==> src/sv/pfvi_pkg.sv <==
// Shared types, constants and the microcode ROM for the pitot flow volume integrator.
// No dependencies; used by pfvi_datapath and pitot_flow_volume_integrator_top.
package pfvi_pkg;

    // Fixed-point format and field widths
    localparam int FRAC_BITS  = 16;
    localparam int SAMPLE_W   = 12;
    localparam int COEF_W     = 32;
    localparam int THR_W      = 47;
    localparam int SUM_W      = 48;
    localparam int VOL_W      = 47;
    localparam int TOT_W      = 63;
    localparam int PROD_W     = COEF_W + SAMPLE_W;
    localparam int ACC_W      = 48;
    localparam int RAD_W      = 64;
    localparam int ROOT_W     = RAD_W / 2;
    localparam int REM_W      = ROOT_W + 2;
    localparam int ROOT_STEPS = RAD_W / 2;
    localparam int CNT_W      = $clog2(ROOT_STEPS);
    localparam int MULF_W     = 2 * COEF_W;

    // Stream and config port widths
    localparam int S_TDATA_W  = ((SAMPLE_W + 7) / 8) * 8;
    localparam int M_TDATA_W  = ((VOL_W + TOT_W + 7) / 8) * 8;
    localparam int CFG_IDX_W  = 3;
    localparam int CFG_DATA_W = 47;

    // Register indexes
    localparam logic [CFG_IDX_W-1:0] REG_PRESSURE_GAIN    = 3'd0;
    localparam logic [CFG_IDX_W-1:0] REG_PRESSURE_OFFSET  = 3'd1;
    localparam logic [CFG_IDX_W-1:0] REG_AIR_DENSITY      = 3'd2;
    localparam logic [CFG_IDX_W-1:0] REG_FLOW_GAIN        = 3'd3;
    localparam logic [CFG_IDX_W-1:0] REG_VOLUME_THRESHOLD = 3'd4;

    localparam logic [COEF_W-1:0] GAIN_ONE = COEF_W'(1) << FRAC_BITS;

    typedef struct packed {
        logic        [COEF_W-1:0] pressure_gain;
        logic signed [COEF_W-1:0] pressure_offset;
        logic        [COEF_W-1:0] air_density;
        logic        [COEF_W-1:0] flow_gain;
        logic        [THR_W-1:0]  volume_threshold;
    } cfg_t;

    // Datapath operations
    typedef logic [3:0] op_t;
    localparam op_t OP_NOP       = 4'd0;
    localparam op_t OP_MUL_P     = 4'd1;
    localparam op_t OP_SUB_OFF   = 4'd2;
    localparam op_t OP_SUB_DEN   = 4'd3;
    localparam op_t OP_ROOT_INIT = 4'd4;
    localparam op_t OP_ROOT_STEP = 4'd5;
    localparam op_t OP_MUL_F     = 4'd6;
    localparam op_t OP_ACC       = 4'd7;
    localparam op_t OP_THRESH    = 4'd8;
    localparam op_t OP_EMIT      = 4'd9;

    // Jump conditions
    typedef logic [2:0] cond_t;
    localparam cond_t COND_NONE       = 3'd0;
    localparam cond_t COND_ALWAYS     = 3'd1;
    localparam cond_t COND_NO_INPUT   = 3'd2;
    localparam cond_t COND_RAD_NONPOS = 3'd3;
    localparam cond_t COND_ROOT_MORE  = 3'd4;
    localparam cond_t COND_NOT_LAST   = 3'd5;
    localparam cond_t COND_OUT_BUSY   = 3'd6;

    localparam int PC_W = 4;
    typedef logic [PC_W-1:0] pc_t;
    localparam pc_t PC_IDLE = 4'd0;
    localparam pc_t PC_ROOT = 4'd5;
    localparam pc_t PC_MULF = 4'd6;
    localparam pc_t PC_EMIT = 4'd9;

    typedef struct packed {
        op_t   op;
        cond_t cond;
        pc_t   target;
    } uword_t;

    typedef struct packed {
        logic load;
        op_t  op;
    } ctl_t;

    typedef struct packed {
        logic rad_nonpos;
        logic root_more;
        logic last;
    } stat_t;

    typedef struct packed {
        logic [TOT_W-1:0] total;
        logic [VOL_W-1:0] vol;
    } result_t;

    // Microprogram: one control word per step
    function automatic uword_t ucode(input pc_t pc);
        uword_t w;
        unique case (pc)
            4'd0:    w = '{op: OP_NOP,       cond: COND_NO_INPUT,   target: PC_IDLE};
            4'd1:    w = '{op: OP_MUL_P,     cond: COND_NONE,       target: PC_IDLE};
            4'd2:    w = '{op: OP_SUB_OFF,   cond: COND_NONE,       target: PC_IDLE};
            4'd3:    w = '{op: OP_SUB_DEN,   cond: COND_NONE,       target: PC_IDLE};
            4'd4:    w = '{op: OP_ROOT_INIT, cond: COND_RAD_NONPOS, target: PC_MULF};
            4'd5:    w = '{op: OP_ROOT_STEP, cond: COND_ROOT_MORE,  target: PC_ROOT};
            4'd6:    w = '{op: OP_MUL_F,     cond: COND_NONE,       target: PC_IDLE};
            4'd7:    w = '{op: OP_ACC,       cond: COND_NOT_LAST,   target: PC_IDLE};
            4'd8:    w = '{op: OP_THRESH,    cond: COND_NONE,       target: PC_IDLE};
            4'd9:    w = '{op: OP_EMIT,      cond: COND_OUT_BUSY,   target: PC_EMIT};
            default: w = '{op: OP_NOP,       cond: COND_ALWAYS,     target: PC_IDLE};
        endcase
        return w;
    endfunction

endpackage

==> src/sv/pfvi_datapath.sv <==
// Arithmetic datapath of the flow integrator: multiplier, adders, root step, accumulators.
// Driven one operation per cycle by the sequencer in the top level; uses pfvi_pkg.
module pfvi_datapath
(
    input  logic                          clk,
    input  logic                          rst_n,
    input  pfvi_pkg::cfg_t                cfg,
    input  pfvi_pkg::ctl_t                ctl,
    input  logic [pfvi_pkg::SAMPLE_W-1:0] sample,
    input  logic                          end_of_second,
    output pfvi_pkg::stat_t               stat,
    output pfvi_pkg::result_t             result
);

    logic [pfvi_pkg::SAMPLE_W-1:0]    sample_reg;
    logic                             last_reg;
    logic [pfvi_pkg::PROD_W-1:0]      prod_reg;
    logic signed [pfvi_pkg::ACC_W-1:0] acc_reg;
    logic [pfvi_pkg::RAD_W-1:0]       v_reg;
    logic [pfvi_pkg::REM_W-1:0]       rem_reg;
    logic [pfvi_pkg::ROOT_W-1:0]      root_reg;
    logic [pfvi_pkg::CNT_W-1:0]       cnt_reg;
    logic [pfvi_pkg::SUM_W-1:0]       flow_reg;
    logic [pfvi_pkg::VOL_W-1:0]       vol_reg;
    logic [pfvi_pkg::SUM_W-1:0]       ws_reg;
    logic                             prev_reg;
    logic [pfvi_pkg::TOT_W-1:0]       total_reg;

    logic [pfvi_pkg::PROD_W-1:0]       prod_next;
    logic signed [pfvi_pkg::ACC_W-1:0] press_next;
    logic signed [pfvi_pkg::ACC_W-1:0] rad_next;
    logic [pfvi_pkg::RAD_W-1:0]        v_init;
    logic [pfvi_pkg::REM_W+1:0]        rem_sh;
    logic [pfvi_pkg::REM_W+1:0]        trial;
    logic                              ge;
    logic [pfvi_pkg::REM_W-1:0]        rem_next;
    logic [pfvi_pkg::MULF_W-1:0]       mulf;
    logic [pfvi_pkg::SUM_W:0]          ws_sum;
    logic [pfvi_pkg::SUM_W-1:0]        ws_acc;
    logic [pfvi_pkg::VOL_W-1:0]        vol_next;
    logic [pfvi_pkg::TOT_W:0]          tot_sum;
    logic [pfvi_pkg::TOT_W-1:0]        total_next;
    logic                              rad_nonpos;

    assign prod_next  = pfvi_pkg::PROD_W'(cfg.pressure_gain)
                      * pfvi_pkg::PROD_W'(sample_reg);
    assign press_next = $signed({{(pfvi_pkg::ACC_W-pfvi_pkg::PROD_W){1'b0}}, prod_reg})
                      - pfvi_pkg::ACC_W'(cfg.pressure_offset);
    assign rad_next   = (acc_reg <<< 1)
                      - $signed({{(pfvi_pkg::ACC_W-pfvi_pkg::COEF_W){1'b0}}, cfg.air_density});

    assign rad_nonpos = acc_reg[pfvi_pkg::ACC_W-1] || (acc_reg == '0);

    // A positive radicand fits in ACC_W-1 bits, below the 2^(64-FRAC)-1 clamp,
    // so the root input is the radicand moved up by FRAC_BITS.
    assign v_init = rad_nonpos ? '0
                  : pfvi_pkg::RAD_W'(acc_reg[pfvi_pkg::ACC_W-2:0]) << pfvi_pkg::FRAC_BITS;

    // Restoring square root, two radicand bits per step
    assign rem_sh   = {rem_reg, v_reg[pfvi_pkg::RAD_W-1 -: 2]};
    assign trial    = (pfvi_pkg::REM_W+2)'({root_reg, 2'b01});
    assign ge       = (rem_sh >= trial);
    assign rem_next = ge ? pfvi_pkg::REM_W'(rem_sh - trial) : pfvi_pkg::REM_W'(rem_sh);

    assign mulf = pfvi_pkg::MULF_W'(cfg.flow_gain) * pfvi_pkg::MULF_W'(root_reg);

    assign ws_sum = {1'b0, ws_reg} + {1'b0, flow_reg};
    assign ws_acc = ws_sum[pfvi_pkg::SUM_W] ? {pfvi_pkg::SUM_W{1'b1}}
                                           : ws_sum[pfvi_pkg::SUM_W-1:0];

    always_comb
    begin
        if (ws_reg <= {1'b0, cfg.volume_threshold})
        begin
            vol_next = '0;
        end
        else if (ws_reg[pfvi_pkg::SUM_W-1])
        begin
            vol_next = {pfvi_pkg::VOL_W{1'b1}};
        end
        else
        begin
            vol_next = ws_reg[pfvi_pkg::VOL_W-1:0];
        end
    end

    assign tot_sum = {1'b0, total_reg} + (pfvi_pkg::TOT_W+1)'(vol_reg);

    always_comb
    begin
        if (vol_reg == '0)
        begin
            // zero window: clear the total only after another zero window
            total_next = prev_reg ? total_reg : '0;
        end
        else if (tot_sum[pfvi_pkg::TOT_W])
        begin
            total_next = {pfvi_pkg::TOT_W{1'b1}};
        end
        else
        begin
            total_next = tot_sum[pfvi_pkg::TOT_W-1:0];
        end
    end

    always_ff @(posedge clk)
    begin
        if (ctl.load)
        begin
            sample_reg <= sample;
            last_reg   <= end_of_second;
        end
        case (ctl.op)
            pfvi_pkg::OP_MUL_P:     prod_reg <= prod_next;
            pfvi_pkg::OP_SUB_OFF:   acc_reg  <= press_next;
            pfvi_pkg::OP_SUB_DEN:   acc_reg  <= rad_next;
            pfvi_pkg::OP_ROOT_INIT:
            begin
                v_reg    <= v_init;
                rem_reg  <= '0;
                root_reg <= '0;
                cnt_reg  <= '0;
            end
            pfvi_pkg::OP_ROOT_STEP:
            begin
                v_reg    <= v_reg << 2;
                rem_reg  <= rem_next;
                root_reg <= {root_reg[pfvi_pkg::ROOT_W-2:0], ge};
                cnt_reg  <= cnt_reg + 1'b1;
            end
            pfvi_pkg::OP_MUL_F:     flow_reg <= mulf[pfvi_pkg::FRAC_BITS +: pfvi_pkg::SUM_W];
            pfvi_pkg::OP_THRESH:    vol_reg  <= vol_next;
            default:
            begin
            end
        endcase
    end

    always_ff @(posedge clk or negedge rst_n)
    begin
        if (!rst_n)
        begin
            ws_reg    <= '0;
            prev_reg  <= 1'b0;
            total_reg <= '0;
        end
        else
        begin
            case (ctl.op)
                pfvi_pkg::OP_ACC:    ws_reg <= ws_acc;
                pfvi_pkg::OP_THRESH: ws_reg <= '0;
                pfvi_pkg::OP_EMIT:
                begin
                    total_reg <= total_next;
                    prev_reg  <= (vol_reg != '0);
                end
                default:
                begin
                end
            endcase
        end
    end

    assign stat.rad_nonpos = rad_nonpos;
    assign stat.root_more  = (cnt_reg != pfvi_pkg::CNT_W'(pfvi_pkg::ROOT_STEPS - 1));
    assign stat.last       = last_reg;

    assign result.total = total_next;
    assign result.vol   = vol_reg;

endmodule

==> src/sv/pitot_flow_volume_integrator_top.sv <==
// Top level of the pitot flow volume integrator: stream ports, config registers,
// microcode sequencer and output register. Uses pfvi_pkg and pfvi_datapath.

// Each sample beat runs through a short microprogram: pressure product, offset and
// density subtraction, a 32-step restoring square root, the flow multiply and the
// window accumulate. s_tready stays low until the microprogram is back at its idle
// step, so a new sample is taken only once the last one is through; a sample with
// zero or negative radicand skips the root. The last sample of a window adds the
// thresholding, the total update with the output load, and the return step, and the
// output load waits while the output register is still held by the sink. The result
// beat sits in its own register, so the next sample is taken while it waits.
module pitot_flow_volume_integrator_top
(
    input  logic                            clk,
    input  logic                            rst_n,
    // sample beats
    input  logic                            s_tvalid,
    output logic                            s_tready,
    input  logic [pfvi_pkg::S_TDATA_W-1:0]  s_tdata,   // [11:0] sample
    input  logic                            s_tlast,   // end_of_second
    // window result beats
    output logic                            m_tvalid,
    input  logic                            m_tready,
    output logic [pfvi_pkg::M_TDATA_W-1:0]  m_tdata,   // [46:0] second_volume, [109:47] total_volume
    // register writes
    input  logic                            cfg_valid,
    output logic                            cfg_ready,
    input  logic [pfvi_pkg::CFG_IDX_W-1:0]  cfg_index,
    input  logic [pfvi_pkg::CFG_DATA_W-1:0] cfg_data
);

    pfvi_pkg::cfg_t    cfg_reg;
    pfvi_pkg::pc_t     pc_reg;
    pfvi_pkg::pc_t     pc_next;
    pfvi_pkg::uword_t  uw;
    pfvi_pkg::ctl_t    ctl;
    pfvi_pkg::stat_t   stat;
    pfvi_pkg::result_t result;
    logic                           m_tvalid_reg;
    logic [pfvi_pkg::M_TDATA_W-1:0] m_tdata_reg;
    logic                           out_free;
    logic                           jump;

    assign cfg_ready = 1'b1;

    always_ff @(posedge clk or negedge rst_n)
    begin
        if (!rst_n)
        begin
            cfg_reg.pressure_gain    <= pfvi_pkg::GAIN_ONE;
            cfg_reg.pressure_offset  <= '0;
            cfg_reg.air_density      <= '0;
            cfg_reg.flow_gain        <= pfvi_pkg::GAIN_ONE;
            cfg_reg.volume_threshold <= '0;
        end
        else if (cfg_valid)
        begin
            unique case (cfg_index)
                pfvi_pkg::REG_PRESSURE_GAIN:
                    cfg_reg.pressure_gain <= cfg_data[pfvi_pkg::COEF_W-1:0];
                pfvi_pkg::REG_PRESSURE_OFFSET:
                    cfg_reg.pressure_offset <= $signed(cfg_data[pfvi_pkg::COEF_W-1:0]);
                pfvi_pkg::REG_AIR_DENSITY:
                    cfg_reg.air_density <= cfg_data[pfvi_pkg::COEF_W-1:0];
                pfvi_pkg::REG_FLOW_GAIN:
                    cfg_reg.flow_gain <= cfg_data[pfvi_pkg::COEF_W-1:0];
                pfvi_pkg::REG_VOLUME_THRESHOLD:
                    cfg_reg.volume_threshold <= cfg_data[pfvi_pkg::THR_W-1:0];
                default:
                begin
                end
            endcase
        end
    end

    // Sequencer
    assign uw       = pfvi_pkg::ucode(pc_reg);
    assign out_free = !m_tvalid_reg || m_tready;
    assign s_tready = (pc_reg == pfvi_pkg::PC_IDLE);

    always_comb
    begin
        unique case (uw.cond)
            pfvi_pkg::COND_NONE:       jump = 1'b0;
            pfvi_pkg::COND_ALWAYS:     jump = 1'b1;
            pfvi_pkg::COND_NO_INPUT:   jump = !s_tvalid;
            pfvi_pkg::COND_RAD_NONPOS: jump = stat.rad_nonpos;
            pfvi_pkg::COND_ROOT_MORE:  jump = stat.root_more;
            pfvi_pkg::COND_NOT_LAST:   jump = !stat.last;
            pfvi_pkg::COND_OUT_BUSY:   jump = !out_free;
            default:                   jump = 1'b1;
        endcase
        pc_next = jump ? uw.target : pc_reg + 1'b1;
    end

    always_ff @(posedge clk or negedge rst_n)
    begin
        if (!rst_n)
        begin
            pc_reg <= pfvi_pkg::PC_IDLE;
        end
        else
        begin
            pc_reg <= pc_next;
        end
    end

    // The emit step only fires once the output register is free
    assign ctl.load = s_tvalid && s_tready;
    assign ctl.op   = (uw.op == pfvi_pkg::OP_EMIT && !out_free) ? pfvi_pkg::OP_NOP : uw.op;

    pfvi_datapath u_datapath
    (
        .clk           (clk),
        .rst_n         (rst_n),
        .cfg           (cfg_reg),
        .ctl           (ctl),
        .sample        (s_tdata[pfvi_pkg::SAMPLE_W-1:0]),
        .end_of_second (s_tlast),
        .stat          (stat),
        .result        (result)
    );

    always_ff @(posedge clk or negedge rst_n)
    begin
        if (!rst_n)
        begin
            m_tvalid_reg <= 1'b0;
        end
        else if (ctl.op == pfvi_pkg::OP_EMIT)
        begin
            m_tvalid_reg <= 1'b1;
        end
        else if (m_tready)
        begin
            m_tvalid_reg <= 1'b0;
        end
    end

    always_ff @(posedge clk)
    begin
        if (ctl.op == pfvi_pkg::OP_EMIT)
        begin
            m_tdata_reg <= pfvi_pkg::M_TDATA_W'({result.total, result.vol});
        end
    end

    assign m_tvalid = m_tvalid_reg;
    assign m_tdata  = m_tdata_reg;

endmodule

==> config.mk <==
export PLATFORM = sky130hd
export DESIGN_NAME = pitot_flow_volume_integrator_top
export DESIGN_NICKNAME = d
export VERILOG_FILES = /design/src/sv/pfvi_pkg.sv /design/src/sv/pfvi_datapath.sv /design/src/sv/pitot_flow_volume_integrator_top.sv
export SDC_FILE = /design/constraint.sdc
export NUM_CORES = 2
export LEC_CHECK = 0
export ABC_AREA = 0
export BUFFER_PORTS_ARGS = -buffer_cell sky130_fd_sc_hd__buf_4
export CAP_MARGIN = 30
export CORE_MARGIN = 2
export CORE_UTILIZATION = 50
export DETAILED_ROUTE_END_ITERATION = 8
export PLACE_DENSITY = 0.66
export SLEW_MARGIN = 20
export SYNTH_ARGS = -nofsm -noshare
export SYNTH_HDL_FRONTEND = slang
export SYNTH_HIERARCHICAL = 1
export SYNTH_SLANG_ARGS = --single-unit
==> constraint.sdc <==
create_clock -name clk -period 19.1 [get_ports clk]
set_clock_uncertainty 0.15 [all_clocks]
set_input_delay 0.955 -clock clk [delete_from_list [all_inputs] [get_ports clk]]
set_output_delay 0.955 -clock clk [all_outputs]
set_load 0.05 [all_outputs]
==> key figures <==
Clock tree
  – Hold_buf cts: 0
  – Worst-Skew Late Latency: 0.75 ns
  – Root Driver: clkbuf_16
  – CTS tree: done
  – Clk slew on worst S/H paths: 0.08 ns
  – Setup bufs post-CTS: 0
  – CTS resizes: 0
  – Sink Count: 721
  – CTS H-tree depth: 3
  – Max Buffers Root-to-Sink: 3
  – CTS buffer count: 86

Die
  – Site Rows: 151
  – Die width: 416 µm
  – Die Y: 416 µm
  – I/O pin count: 187
  – Initial cell density of the core: 50.2%
  – DIE AREA: 173,000 µm²
  – Core area: 169,000 µm²

Routing
  – Drt drc: 0
  – 1st-iter DRT viols: 4,775
  – Vias: 62,500
  – Vias/cell: 5.65
  – Wire per inst: 20.8 µm
  – Drt first pass iters: 8
  – Routed WL: 230,000 µm
  – Post-DRT Antenna Nets: 0

Global routing
  – M1 GR Usage: 36.4%
  – First-pass GRT wire length: 369,000 µm
  – Largest net degree at the start of global routing: 130
  – Most Crowded Layer GR: met2
  – Number of global-route vias before repair: 65,600
  – Final global-route overflow total: 0
  – M3 GR Usage: 3.79%
  – Gr usage total: 27.0%
  – Initial antenna violation count: 17
  – Met2 usage: 44.8%

Yosys
  – Post-synth ARST share: 40.5%
  – Warnings, synthesis: 6
  – Syn Inst Count: 8,836
  – Ys flop type: edfxtp_1
  – Synth Register Bits: 721
  – Top cell type by total area after synthesis: fa_1
  – Area contributors post-synth: fa_1 28%, edfxtp_1 15%, ha_1 8.8%
  – Sequential share of the synthesized area: 23.8%
  – Cell Area, Synth: 84,900 µm²
  – Avg Synthesized Cell Area: 9.61 µm²
  – Number of distinct library cells after synthesis: 103
  – Post-synth EDFFs: 429
  – Share of the synthesized area in the top cell type: 28.3%

STA
  – Slew @ Worst Pin: 0.952 ns
  – Setup_tns: 0 ns
  – Final setup viols: 0
  – Minimum clock period: 9.50 ns
  – RSZ-0062 raised after global routing: no
  – Max Slew Vio Count: 0
  – Max transition margin: 36.1%
  – Hold violation count in the final report: 0
  – F_max: 105 MHz
  – Period utilization: 49.7%

Hold path
  – HP Class: in -> async

Place
  – GP Congestion: 0.933
  – IO buf count: 179
  – DP HPWL: 174,000 µm

Final layout
  – Layout cells sized above 1: 7.37%
  – Most common cell after layout, fill and taps aside: inv_1
  – Area Growth Syn to Fin: 7.56%
  – Max reg flops: 175
  – Final net count: 10,600
  – Most frequent cells in the layout: 1,393 x inv_1, 1,199 x fa_1, 1,060 x nand2_1, 710 x and2_1, 599 x ha_1

Worst setup path
  – Startpoint Class: flip-flop
  – CP Capture Type: flip-flop
  – R2R Path Start: u_datapath/root_reg[5]
  – Required time worst endpoint: 19.38 ns
  – Top Family by Delay on Critical Path: adder cells
  – Crit path buf inv count: 5
  – Crit path largest cell delay: 0.78 ns
  – Flop2flop setup slack: 9.60 ns
  – Slowest CP cell: edfxtp_1
  – R2R cell count: 26
  – Crit path max fanout: 18
  – RR Endpoint: u_datapath/flow_reg[47]
  – Crit Path Class: reg -> reg
  – Cell mode on critical path: fa_1
  – Worst EP arrival: 9.78 ns

Run status
  – Status: finished clean

Job
  – Max-capacitance violation count: 0
stage by stage:
step           setup WS [ns]  area [µm²]  util (%)  std cells  hold slack (ns)
2_1_floorplan          11.39       84900         -       8837            0.307
3_3_place_gp            9.85       88100      52.1      10900            0.318
3_5_place_dp            9.85       88200      52.2      10900            0.325
4_1_cts                 9.74       91200      54.0      11000            0.113
5_1_grt                 9.38       91300      54.0      11100            0.163
6_report                9.60       91400      54.0      11100            0.116
cells in the mapped netlist, types with 173 or more instances:
master	n
clkbuf_1	411
and2_1	711
a21o_1	188
dfrtp_1	290
o21ai_0	255
fa_1	1199
a21oi_1	469
xnor2_1	173
nand2_1	1061
edfxtp_1	429
inv_1	1394
nor2_1	339
ha_1	599
area by class of cell:
type | count | area [µm²]
fill | 15000 | 77700
multi-input combinational | 6263 | 57700
sequential | 721 | 20200
inverter | 1395 | 5240
tap | 2218 | 2780
clock buffer | 120 | 2420
timing repair buffer | 295 | 2380
clock inverter | 41 | 589
antenna | 8 | 20.0
worst max path at each step:
stage                           start                      end  slack, ns  depth (start not counted)
6_report       u_datapath/root_reg[5]  u_datapath/flow_reg[47]       9.60                         26
5_1_grt                   cfg_reg[66]  u_datapath/flow_reg[42]       9.38                         23
4_1_cts        u_datapath/root_reg[5]  u_datapath/flow_reg[47]       9.74                         26
3_5_place_dp   u_datapath/root_reg[5]  u_datapath/flow_reg[47]       9.85                         26
3_3_place_gp   u_datapath/root_reg[5]  u_datapath/flow_reg[47]       9.85                         26
2_1_floorplan             cfg_reg[75]  u_datapath/flow_reg[47]      11.39                         27
layer usage:
layer	routed length (µm)	up-vias	share of wire (%)
li1	-	28300	-
met1	97400	31600	42
met2	109000	2164	48
met5	0	-	0
met3	14300	423	6.2
met4	8690	0	3.8
kinds of logic after synthesis:
| logic type | count (synthesis) | share of synthesized area (%) |
|---|---|---|
| flops | 721 | 23.8 |
| buf+inv | 1853 | 8.41 |
| simple gates | 2640 | 15.2 |
| fa+ha+maj | 1798 | 37.1 |
| mux | 214 | 2.79 |
| compound gates | 1328 | 9.82 |
| xor+xnor | 280 | 2.89 |
| other cells | 2 | 0.00884 |
Power is left out: the tool's default activity adds up to more than one toggle a clock period on the data nets, which glitch-free logic cannot reach.
